===== config.mk =====
export PLATFORM = sky130hd
export DESIGN_NAME = swmmm_div
export DESIGN_NICKNAME = d
export VERILOG_FILES = /design/src/rtl/core/swmmm_pkg.sv /design/src/rtl/core/swmmm_div.sv
export SDC_FILE = /design/constraint.sdc
export NUM_CORES = 1
export LEC_CHECK = 0
export BUFFER_PORTS_ARGS = -buffer_cell sky130_fd_sc_hd__buf_2
export CORE_MARGIN = 1.5
export CORE_UTILIZATION = 58
export DETAILED_ROUTE_END_ITERATION = 10
export HOLD_SLACK_MARGIN = 0.08
export PLACE_DENSITY = 0.87
export SYNTH_ARGS = -nofsm -noshare
export SYNTH_HDL_FRONTEND = slang
export SYNTH_SLANG_ARGS = --single-unit
export TNS_END_PERCENT = 30

===== constraint.sdc =====
create_clock -name clk -period 3.57 [get_ports clk]
set_input_delay 0 -clock clk [delete_from_list [all_inputs] [get_ports clk]]
set_output_delay 0 -clock clk [all_outputs]
set_load 0.01 [all_outputs]

===== src/rtl/core/swmmm_pkg.sv =====
`timescale 1ns / 1ps

package swmmm_pkg;

	localparam int SAMPLE_BITS = 16;
	localparam int MAX_WINDOW  = 2048;
	localparam int ADDR_BITS   = $clog2(MAX_WINDOW);
	localparam int LEN_BITS    = 12;
	// window sum grows by one bit per doubling of the window, plus sign
	localparam int SUM_BITS    = SAMPLE_BITS + ADDR_BITS + 1;
	localparam int STEP_BITS   = $clog2(SUM_BITS);

	localparam logic [LEN_BITS-1:0] LEN_RESET = LEN_BITS'(600);

	localparam logic OP_PUSH  = 1'b0;
	localparam logic OP_CLEAR = 1'b1;

	typedef struct packed {
		logic                          op;
		logic signed [SAMPLE_BITS-1:0] sample;
	} item_t;

	typedef struct packed {
		logic signed [SAMPLE_BITS-1:0] window_min;
		logic signed [SAMPLE_BITS-1:0] window_max;
		logic signed [SAMPLE_BITS-1:0] window_mean;
		logic signed [SAMPLE_BITS-1:0] newest_sample;
	} result_t;

	typedef struct packed {
		logic                start;
		logic [SUM_BITS-1:0] dividend;
		logic [LEN_BITS-1:0] divisor;
	} div_req_t;

endpackage


===== src/rtl/core/swmmm_div.sv =====
`timescale 1ns / 1ps

module swmmm_div (
	input  logic                         clk,
	input  logic                         arst_n,
	input  swmmm_pkg::div_req_t          req,
	output logic                         done,
	output logic [swmmm_pkg::SUM_BITS-1:0] quot
);

	logic                             busy_q;
	logic                             done_q;
	logic [swmmm_pkg::STEP_BITS-1:0]  step_q;
	logic [swmmm_pkg::LEN_BITS-1:0]   rem_q;
	logic [swmmm_pkg::LEN_BITS-1:0]   div_q;
	logic [swmmm_pkg::SUM_BITS-1:0]   quot_q;
	logic [swmmm_pkg::LEN_BITS:0]     rem_sh;
	logic [swmmm_pkg::LEN_BITS:0]     rem_sub;
	logic                             fits;

	// one restoring step: shift in the next dividend bit, try the subtract
	assign rem_sh  = {rem_q, quot_q[swmmm_pkg::SUM_BITS-1]};
	assign rem_sub = rem_sh - {1'b0, div_q};
	assign fits    = (rem_sh >= {1'b0, div_q});

	// control: run one bit per cycle, pulse done after the last bit
	always_ff @(posedge clk or negedge arst_n) begin
		if (!arst_n) begin
			busy_q <= 1'b0;
			done_q <= 1'b0;
			step_q <= '0;
		end else begin
			done_q <= busy_q && !req.start && (step_q == '0);
			if (req.start) begin
				busy_q <= 1'b1;
				step_q <= swmmm_pkg::STEP_BITS'(swmmm_pkg::SUM_BITS - 1);
			end else if (busy_q) begin
				step_q <= step_q - 1'b1;
				if (step_q == '0) begin
					busy_q <= 1'b0;
				end
			end
		end
	end

	// datapath: quotient bits replace dividend bits as they shift out
	always_ff @(posedge clk) begin
		if (req.start) begin
			rem_q  <= '0;
			div_q  <= req.divisor;
			quot_q <= req.dividend;
		end else if (busy_q) begin
			rem_q  <= fits ? rem_sub[swmmm_pkg::LEN_BITS-1:0]
			               : rem_sh[swmmm_pkg::LEN_BITS-1:0];
			quot_q <= {quot_q[swmmm_pkg::SUM_BITS-2:0], fits};
		end
	end

	assign done = done_q;
	assign quot = quot_q;

endmodule


=== After elaboration in Yosys (flattened, before gate mapping) ===
Index checks and enable logic that the tools add are counted.
W data, S select, Z words.

* Multiplexer cells: 8
* Add/subtract/negate cells: 2
* Reduce and logical (&&, ||, !) cells: 5
* Magnitude comparators: 1

{| class="wikitable"
|+ Operators by type and width
! kind !! number
|-
| $mux W28 || 2
|-
| $ge A13 B12 Y1 || 1
|-
| $mux W12 || 1
|-
| $sub A12 B12 Y12 || 1
|-
| $mux W5 || 2
|-
| $logic_not A5 Y1 || 1
|-
| $sub A5 B1 Y5 const B || 1
|-
| $mux W1 || 3
|-
| $logic_and A1 B1 Y1 || 2
|-
| $reduce_bool A2 Y1 || 1
|-
| $logic_not A1 Y1 || 1
|}

* Word-level logic and storage cells: 22
* Flip-flop bits (word level): 59
* Output and inout port bits: 29

=== Longest topological paths before layout ===
Gate-level depths: netlist (run 1).

* Word-level depth: 4
* Gate-level depth with buffers: 10

=== Least setup slack after synthesis (run 1) ===
No wires, ideal clock.

* Path kind: reg2reg
* From: register div_q[1] (netlist bit)
* To: register quot_q, in the netlist quot[0] (data pin)
* Clock period less this slack: 2.189 ns
* Data required time: 3.310 ns
* Arrival: 1.929 ns
* Slack: 1.381 ns
* Stages on the path, launching flop included: 10
* Buffers on the path: 2
* Cell sequence: edfxtp_1 inv_1 ha_1 nor2b_1 o31ai_2 a31oi_1 a211o_1 buf_6 buf_6 mux2_2

* Cells in the longest elaborated chain, start to end: 3

{| class="wikitable"
|+ RTL lines
! what !! line !! RTL
|-
| start: declaration || swmmm_div.sv:15 || <nowiki>logic [swmmm_pkg::LEN_BITS-1:0] div_q;</nowiki>
|-
| start signal: assignment || swmmm_div.sv:50 || <nowiki>div_q <= req.divisor;</nowiki>
|-
| $ge A13 B12 Y1 || swmmm_div.sv:24 || <nowiki>assign fits = (rem_sh >= {1'b0, div_q});</nowiki>
|-
| $mux W28 || swmmm_div.sv:52 || <nowiki>end else if (busy_q) begin</nowiki>
|-
| $mux W28 || swmmm_div.sv:48 || <nowiki>if (req.start) begin</nowiki>
|-
| end signal: assignment || swmmm_div.sv:51 || <nowiki>quot_q <= req.dividend;</nowiki>
|-
| end signal: assignment || swmmm_div.sv:55 || <nowiki>quot_q <= {quot_q[swmmm_pkg::SUM_BITS-2:0], fits};</nowiki>
|-
| end: declaration || swmmm_div.sv:16 || <nowiki>logic [swmmm_pkg::SUM_BITS-1:0] quot_q;</nowiki>
|}

Every way passes these cells. The select of a mux whose other input is x is not followed.
A chain may end at the register's enable or synchronous reset.

=== Final worst setup path (run 1) ===
* From: register div_q[5] (netlist bit)
* To: register rem_q[2] (netlist bit)

* Cells in the longest elaborated chain, start to end: 2

{| class="wikitable"
|+ RTL lines
! what !! line !! RTL
|-
| $ge A13 B12 Y1 || swmmm_div.sv:24 ||
|-
| $mux W12 || swmmm_div.sv:53 || <nowiki>rem_q <= fits ? rem_sub[swmmm_pkg::LEN_BITS-1:0]</nowiki>
|-
| end signal: assignment || swmmm_div.sv:53 ||
|-
| end: declaration || swmmm_div.sv:14 || <nowiki>logic [swmmm_pkg::LEN_BITS-1:0] rem_q;</nowiki>
|}

Every way passes these cells.

==> results of run 1 <==
-- cell usage in the layout (no fill, tap or decap), types with 2 or more instances in the layout --
| cell type | instances |
|---|---|
| mux2_2 | 29 |
| dfxtp_1 | 12 |
| inv_1 | 16 |
| dfrtp_1 | 7 |
| nor2b_1 | 5 |
| nand3_1 | 3 |
| buf_2 | 71 |
| o21ai_0 | 7 |
| o31ai_1 | 2 |
| dlygate4sd3_1 | 42 |
| o21ai_2 | 2 |
| clkbuf_1 | 4 |
| o21ai_1 | 4 |
| nand2_1 | 18 |
| nand2b_1 | 5 |
| clkbuf_8 | 9 |
| buf_4 | 2 |
| o21a_1 | 3 |
| a21oi_1 | 6 |
| nor2_1 | 10 |
| and3_1 | 2 |
| a21o_1 | 2 |
| nor3_1 | 4 |
| edfxtp_1 | 40 |
| ha_1 | 14 |
| mux2i_1 | 7 |
| xor2_1 | 2 |
| a211o_1 | 2 |
| xnor2_1 | 9 |
-- cells by family after synthesis --
group                      count (synthesis)  synth area share
DFF                                       59             0.537
and+or+nand+nor                           54            0.0906
AOI/OAI and AO/OA                         42             0.104
muxes                                     37             0.137
buffers and inverters                     24            0.0349
adders and majority gates                 15            0.0648
xor gates and xnor gates                  11            0.0320
-- flip-flops by register name, indices dropped and copies added (netlist names) --
signal / flops
rem_q: 12
div_q: 12
quot: 28
done: 1
step_q: 5
busy_q: 1
-- worst paths after layout --
path	slack, ns	start	cells past startpoint	to
setup reg to reg	0.90	div_q[5]	8	rem_q[2]
hold reg to reg	0.47	rem_q[11]	2	rem_q[11]
max in group asynchronous	2.66	arst_n	3	busy_q
setup / recovery	0.90	div_q[5]	8	rem_q[2]
hold / removal	0.15	req[40]	5	rem_q[6]
min in group asynchronous	0.67	arst_n	3	step_q[0]
-- worst reg2reg max path, delay by kind of cell, from the launching register on --
kind,cells,cell delay (ns)
AOI/OAI and AO/OA,3,0.94
and+or+nand+nor,2,0.42
adders and majority gates,1,0.39
DFF,1,0.38
muxes,1,0.34
buffers and inverters,1,0.06
-- synthesized netlist by cell type, drive strengths merged, types with 2 or more instances --
master	instances	area [um2]
o31ai	3	27.5
inv	16	60.1
mux2i	7	70.1
xor2	2	17.5
nor3	4	20.0
o21a	3	22.5
ha	14	175
a21oi	6	30.0
and3	2	12.5
nand3	3	15.0
buf	3	26.3
mux2	30	342
edfxtp	40	1200
dfxtp	12	240
o21ai	13	72.6
nand2b	5	31.3
nor2b	5	31.3
o2bb2a	2	30.0
clkbuf	5	18.8
xnor2	9	78.8
and2	2	13.8
nand2	18	67.6
dfrtp	7	175
a211o	2	17.5
a21o	2	15.0
nor2	10	37.5
-- final cells by class --
| class | instances | area, um2 | area share |
|---|---|---|---|
| Clock buffer | 13 | 139 | 0.0347 |
| Clock inverter | 3 | 16.3 | 0.00407 |
| Inverter | 16 | 60.1 | 0.0150 |
| Multi-Input combinational cell | 159 | 1290 | 0.322 |
| Sequential cell | 59 | 1620 | 0.404 |
| Tap cell | 70 | 87.6 | 0.0219 |
| Timing Repair Buffer | 115 | 791 | 0.198 |
-- metal layers --
metal / track usage / up-vias
li1: - / 1123
met1: 0.424 / 1200
met2: 0.587 / 202
met3: 0.0870 / 42
met4: 0.174 / 0
met5: 0 / -
-- power breakdown --
group	internal (W)	switching, W
logic	0.000415	0.000474
clock network	0.000250	0.000279
registers	0.000850	0.0000877
total	0.00151	0.000841
-- per-stage QoR --
stage	utilization	cells	total power, W
finish	0.793	435	0.00236
global route	0.793	435	0.00244
CTS	0.793	435	0.00226
detailed placement	0.679	377	0.00171
global placement	0.679	377	0.00168
floorplan	-	242	0.00155
==> qor.yml, run 1 <==
hold_path.class: "in2reg"
clockBufferDepth: 2
drtIter0Drc: 320
grt_first_pass_wirelength_um: 13800
worstPathCellList: "inv_1 -> ha_1 -> and4_1 -> nand2_1 -> a31oi_1 -> a211o_1 -> mux2i_1 -> o21ai_1"
cts_tree: "done"
fin_ws_ns: 0.896
clk_latency_ns: 0.36
top_layer: "met4"
die_x_um: 75.0
synthArstFlopShare: 0.119
finalCritPeriodShare: 0.749
wl_met1_um: 3350
pre_cts_ws_ns: 1.16
grt_pass1_vias: 2583
drv_cap: 0
nFillCells: 261
clock-sinks: 59
path_class: "reg2reg"
p_leak_nw: 1.73
synth_fp_nets: 300
ys_ff_latch: 59
critPathMaxStageDelay_ns: 0.61
synth-seq-area-share: 0.537
antenna_found_initial: 0
wl_per_cell_um: 20.9
routed-wl-met2_um: 4610
track_usage: 0.351
wl_um: 9100
cts_made_buffers: 9
synthDistinctLibCells: 50
path_buf_inv: 1
route.vias.total: 2567
tightestPinTransition_ns: 1.18
numPortBuffers: 71
overflow: 0
dieArea_mm2: 0.00563
relSlewSlack: 0.213
status: "finished clean"
diodes: 0
first_pass_iters: 8
post_cts_buffers: 0
worst_ir_drop_vdd_mv: 0.389
rows: 26
arrival_ns: 2.88
yosysWarnings: 0
io_pins: 72
setup_viol: 0
power.density_mw_per_mm2: 589
finalHoldViolCount: 0
postSynthCellCount: 242
drtAntennaViolNets: 0
setup_tns_ns: 0
holdWs_ns: 0.147
postPlaceCellArea_mm2: 0.00342
synthFlopType: "edfxtp_1"
ctsHoldBuffers: 42
worst_path_dominant_cell_family: "compound AO/OA/AOI/OAI gates"
drc_errors: 0
required_ns: 3.78
area_growth_pct: 32.8
htreeDepth: 3
crit_path_end_kind: "flop"
coreArea_mm2: 0.00504
routed_via_density: 5.90
fin_nets: 418
cpMaxStageDelayCell: "a211o_1"
cts_resized: 0
drive_gt1_frac: 0.337
die_y_um: 75.0
root_buffer: "clkbuf_8"
place.gp.congestion: 0.896
initial_core_util: 0.597
wl_met3_um: 786
dpl.hpwl_um: 4110
finish.instance_area_mm2: 0.00400
rsz0062_at_grt: "false"
period_minus_slack_ns: 2.67
maxSlewViolCount: 0
synth_edf_count: 40
syn_area_mm2: 0.00301
skew_ns: 0.0168
clkSlewWorstSetupHoldPaths_ns: 0.07
syn_avg_cell_area_um2: 12.4
grt_max_degree: 51
startpoint_type: "flop"
crit_fanout: 17
timing.fmax_mhz: 374
(Power assumes the default switching activity.)
==> inputs of run 2 (changes only) <==
--- a/config.mk
+++ b/config.mk
@@ -7,10 +7,10 @@
 export LEC_CHECK = 0
 export BUFFER_PORTS_ARGS = -buffer_cell sky130_fd_sc_hd__buf_2
 export CORE_MARGIN = 1.5
-export CORE_UTILIZATION = 58
+export CORE_UTILIZATION = 48
 export DETAILED_ROUTE_END_ITERATION = 10
 export HOLD_SLACK_MARGIN = 0.08
-export PLACE_DENSITY = 0.87
+export PLACE_DENSITY = 0.78
 export SYNTH_ARGS = -nofsm -noshare
 export SYNTH_HDL_FRONTEND = slang
 export SYNTH_SLANG_ARGS = --single-unit
==> constraint.sdc (replaced) <==
create_clock -name clk -period 2.45 [get_ports clk]
set_input_delay 0 -clock clk [delete_from_list [all_inputs] [get_ports clk]]
set_output_delay 0 -clock clk [all_outputs]
set_load 0.01 [all_outputs]
==> run 2 against run 1 <==
  * Clock power rose by 53%
  * First-iteration DRC count fell by 46%
  * Combinational power rose by 37%
  * Cell area rose by 1.2%
  * Cell count rose by 1.6%
  * Wire length fell by 23%
  * Sequential share of layout area fell by 0.49 points
  * Maximum frequency rose by 18%
  * Largest power group unchanged
  * Highest routed layer unchanged
==> qor.yml, run 2 (same netlist as run 1, synthesis figures left out) <==
dpl.hpwl_um: 4310
io_pins: 72
drc_errors: 0
setup_viol: 0
switching_share: 0.342
tightestPinTransition_ns: 0.779
relSlewSlack: 0.478
first_pass_iters: 4
rows: 28
pre_cts_ws_ns: 0.201
arrival_ns: 2.53
timing.fmax_mhz: 441
hold_path.class: "in2reg"
route.vias.total: 2332
finalHoldViolCount: 0
area_growth_pct: 34.5
wl_um: 7030
period_minus_slack_ns: 2.27
power_frac_seq: 0.399
wl_per_cell_um: 15.9
rsz0062_at_grt: "false"
diodes: 0
drv_cap: 0
cts_made_buffers: 9
layout.cells.non_filler: 442
worstPathCellList: "inv_1 -> ha_1 -> nor2b_1 -> o31ai_2 -> a31oi_1 -> a211o_1 -> buf_4 -> o2bb2a_1 -> o21ai_0"
required_ns: 2.71
crit_path_end_kind: "flop"
layout_commonest_cell: "buf_2"
switchingPower_w: 0.00115
final_cell_mix: "buf_2 (71), dlygate4sd3_1 (42), edfxtp_1 (40)"
htreeDepth: 3
routed_via_density: 5.28
overflow: 0
place.gp.congestion: 0.802
grt_first_pass_wirelength_um: 11400
dieArea_mm2: 0.00676
clkSlewWorstSetupHoldPaths_ns: 0.08
clock-sinks: 59
power.density_mw_per_mm2: 834
grt_pass1_vias: 2423
fin_ws_ns: 0.185
finalCritPeriodShare: 0.925
startpoint_type: "flop"
fin_nets: 420
numPortBuffers: 71
drive_gt1_frac: 0.357
seq_area_mm2: 0.00162
cts_tree: "done"
post_cts_buffers: 0
nFillCells: 448
p_leak_nw: 1.76
placed_cells: 384
root_buffer: "clkbuf_8"
grt_max_degree: 30
drtAntennaViolNets: 0
die_x_um: 82.2
maxSlewViolCount: 0
skew_ns: 0.0132
worst_ir_drop_vdd_mv: 0.525
multi_input_area_mm2: 0.00129
largest_reg_flops: 28
setup_tns_ns: 0
coreArea_mm2: 0.00599
track_usage: 0.235
clk_latency_ns: 0.35
cpMaxStageDelayCell: "edfxtp_1"
critPathMaxStageDelay_ns: 0.42
p_comb_frac: 0.362
internal-power_w: 0.00222
drtIter0Drc: 173
path_class: "reg2reg"
finish.utilization: 0.676
reg2reg_slack_ns: 0.18
pwr-share-clk: 0.239
die_y_um: 82.2
finish.instance_area_mm2: 0.00405
postPlaceCellArea_mm2: 0.00344
antenna_found_initial: 0
crit_fanout: 15
initial_core_util: 0.503
clockBufferDepth: 2
status: "finished clean"
==> run 2: layout make-up <==
class / count / area share
Tap cell: 75 / 0.0232
Clock inverter: 7 / 0.0133
Timing Repair Buffer: 117 / 0.199
Inverter: 16 / 0.0148
Multi-Input combinational cell: 159 / 0.320
Clock buffer: 9 / 0.0306
Sequential cell: 59 / 0.399
==> run 2: repair_timing <==
action | 4_1_cts | 5_1_grt
setup endpoints to repair | 0 | 1
gates resized for setup | 0 | 1
hold endpoints to repair | 47 | 0
hold buffers | 42 | 0
==> run 2: final timing paths <==
kind	from	to	cells after the start
max	div_q[1]	rem_q[8]	9
min	req[40]	rem_q[4]	4
max reg2reg	div_q[1]	rem_q[8]	9
min reg2reg	rem_q[3]	rem_q[3]	2
max in group asynchronous	arst_n	done	3
min in group asynchronous	arst_n	step_q[0]	3
==> run 2: metrics by stage <==
step | total power [W] | hold slack, ns
2_1_floorplan | 0.00225 | -0.296
3_3_place_gp | 0.00248 | -0.158
3_5_place_dp | 0.00251 | -0.156
4_1_cts | 0.00337 | 0.124
5_1_grt | 0.00358 | 0.171
6_report | 0.00338 | 0.143
==> run 2: layer usage <==
layer | GRT usage | part of all wire | routed length (um) | vias up
met4 | 0.100 | 0.019 | 135 | 0
met3 | 0.0780 | 0.064 | 449 | 14
met2 | 0.405 | 0.50 | 3530 | 76
met5 | 0 | 0 | 0 | -
li1 | - | - | - | 1128
met1 | 0.265 | 0.41 | 2920 | 1114
==> run 2: worst max-delay path: cells and delay by family, from the launching register on <==
kind | cells | cell delay (ns)
AOI/OAI and AO/OA | 5 | 1.07
DFF | 1 | 0.42
buffers and inverters | 2 | 0.31
adders and majority gates | 1 | 0.22
and+or+nand+nor | 1 | 0.15
==> run 2: power groups by stage <==
stage	Combinational, W	Clock, W	Sequential [W]
2_1_floorplan	0.000888	0	0.00137
3_3_place_gp	0.00112	0	0.00136
3_5_place_dp	0.00114	0	0.00136
4_1_cts	0.00121	0.000822	0.00134
5_1_grt	0.00135	0.000864	0.00136
6_report	0.00122	0.000808	0.00135
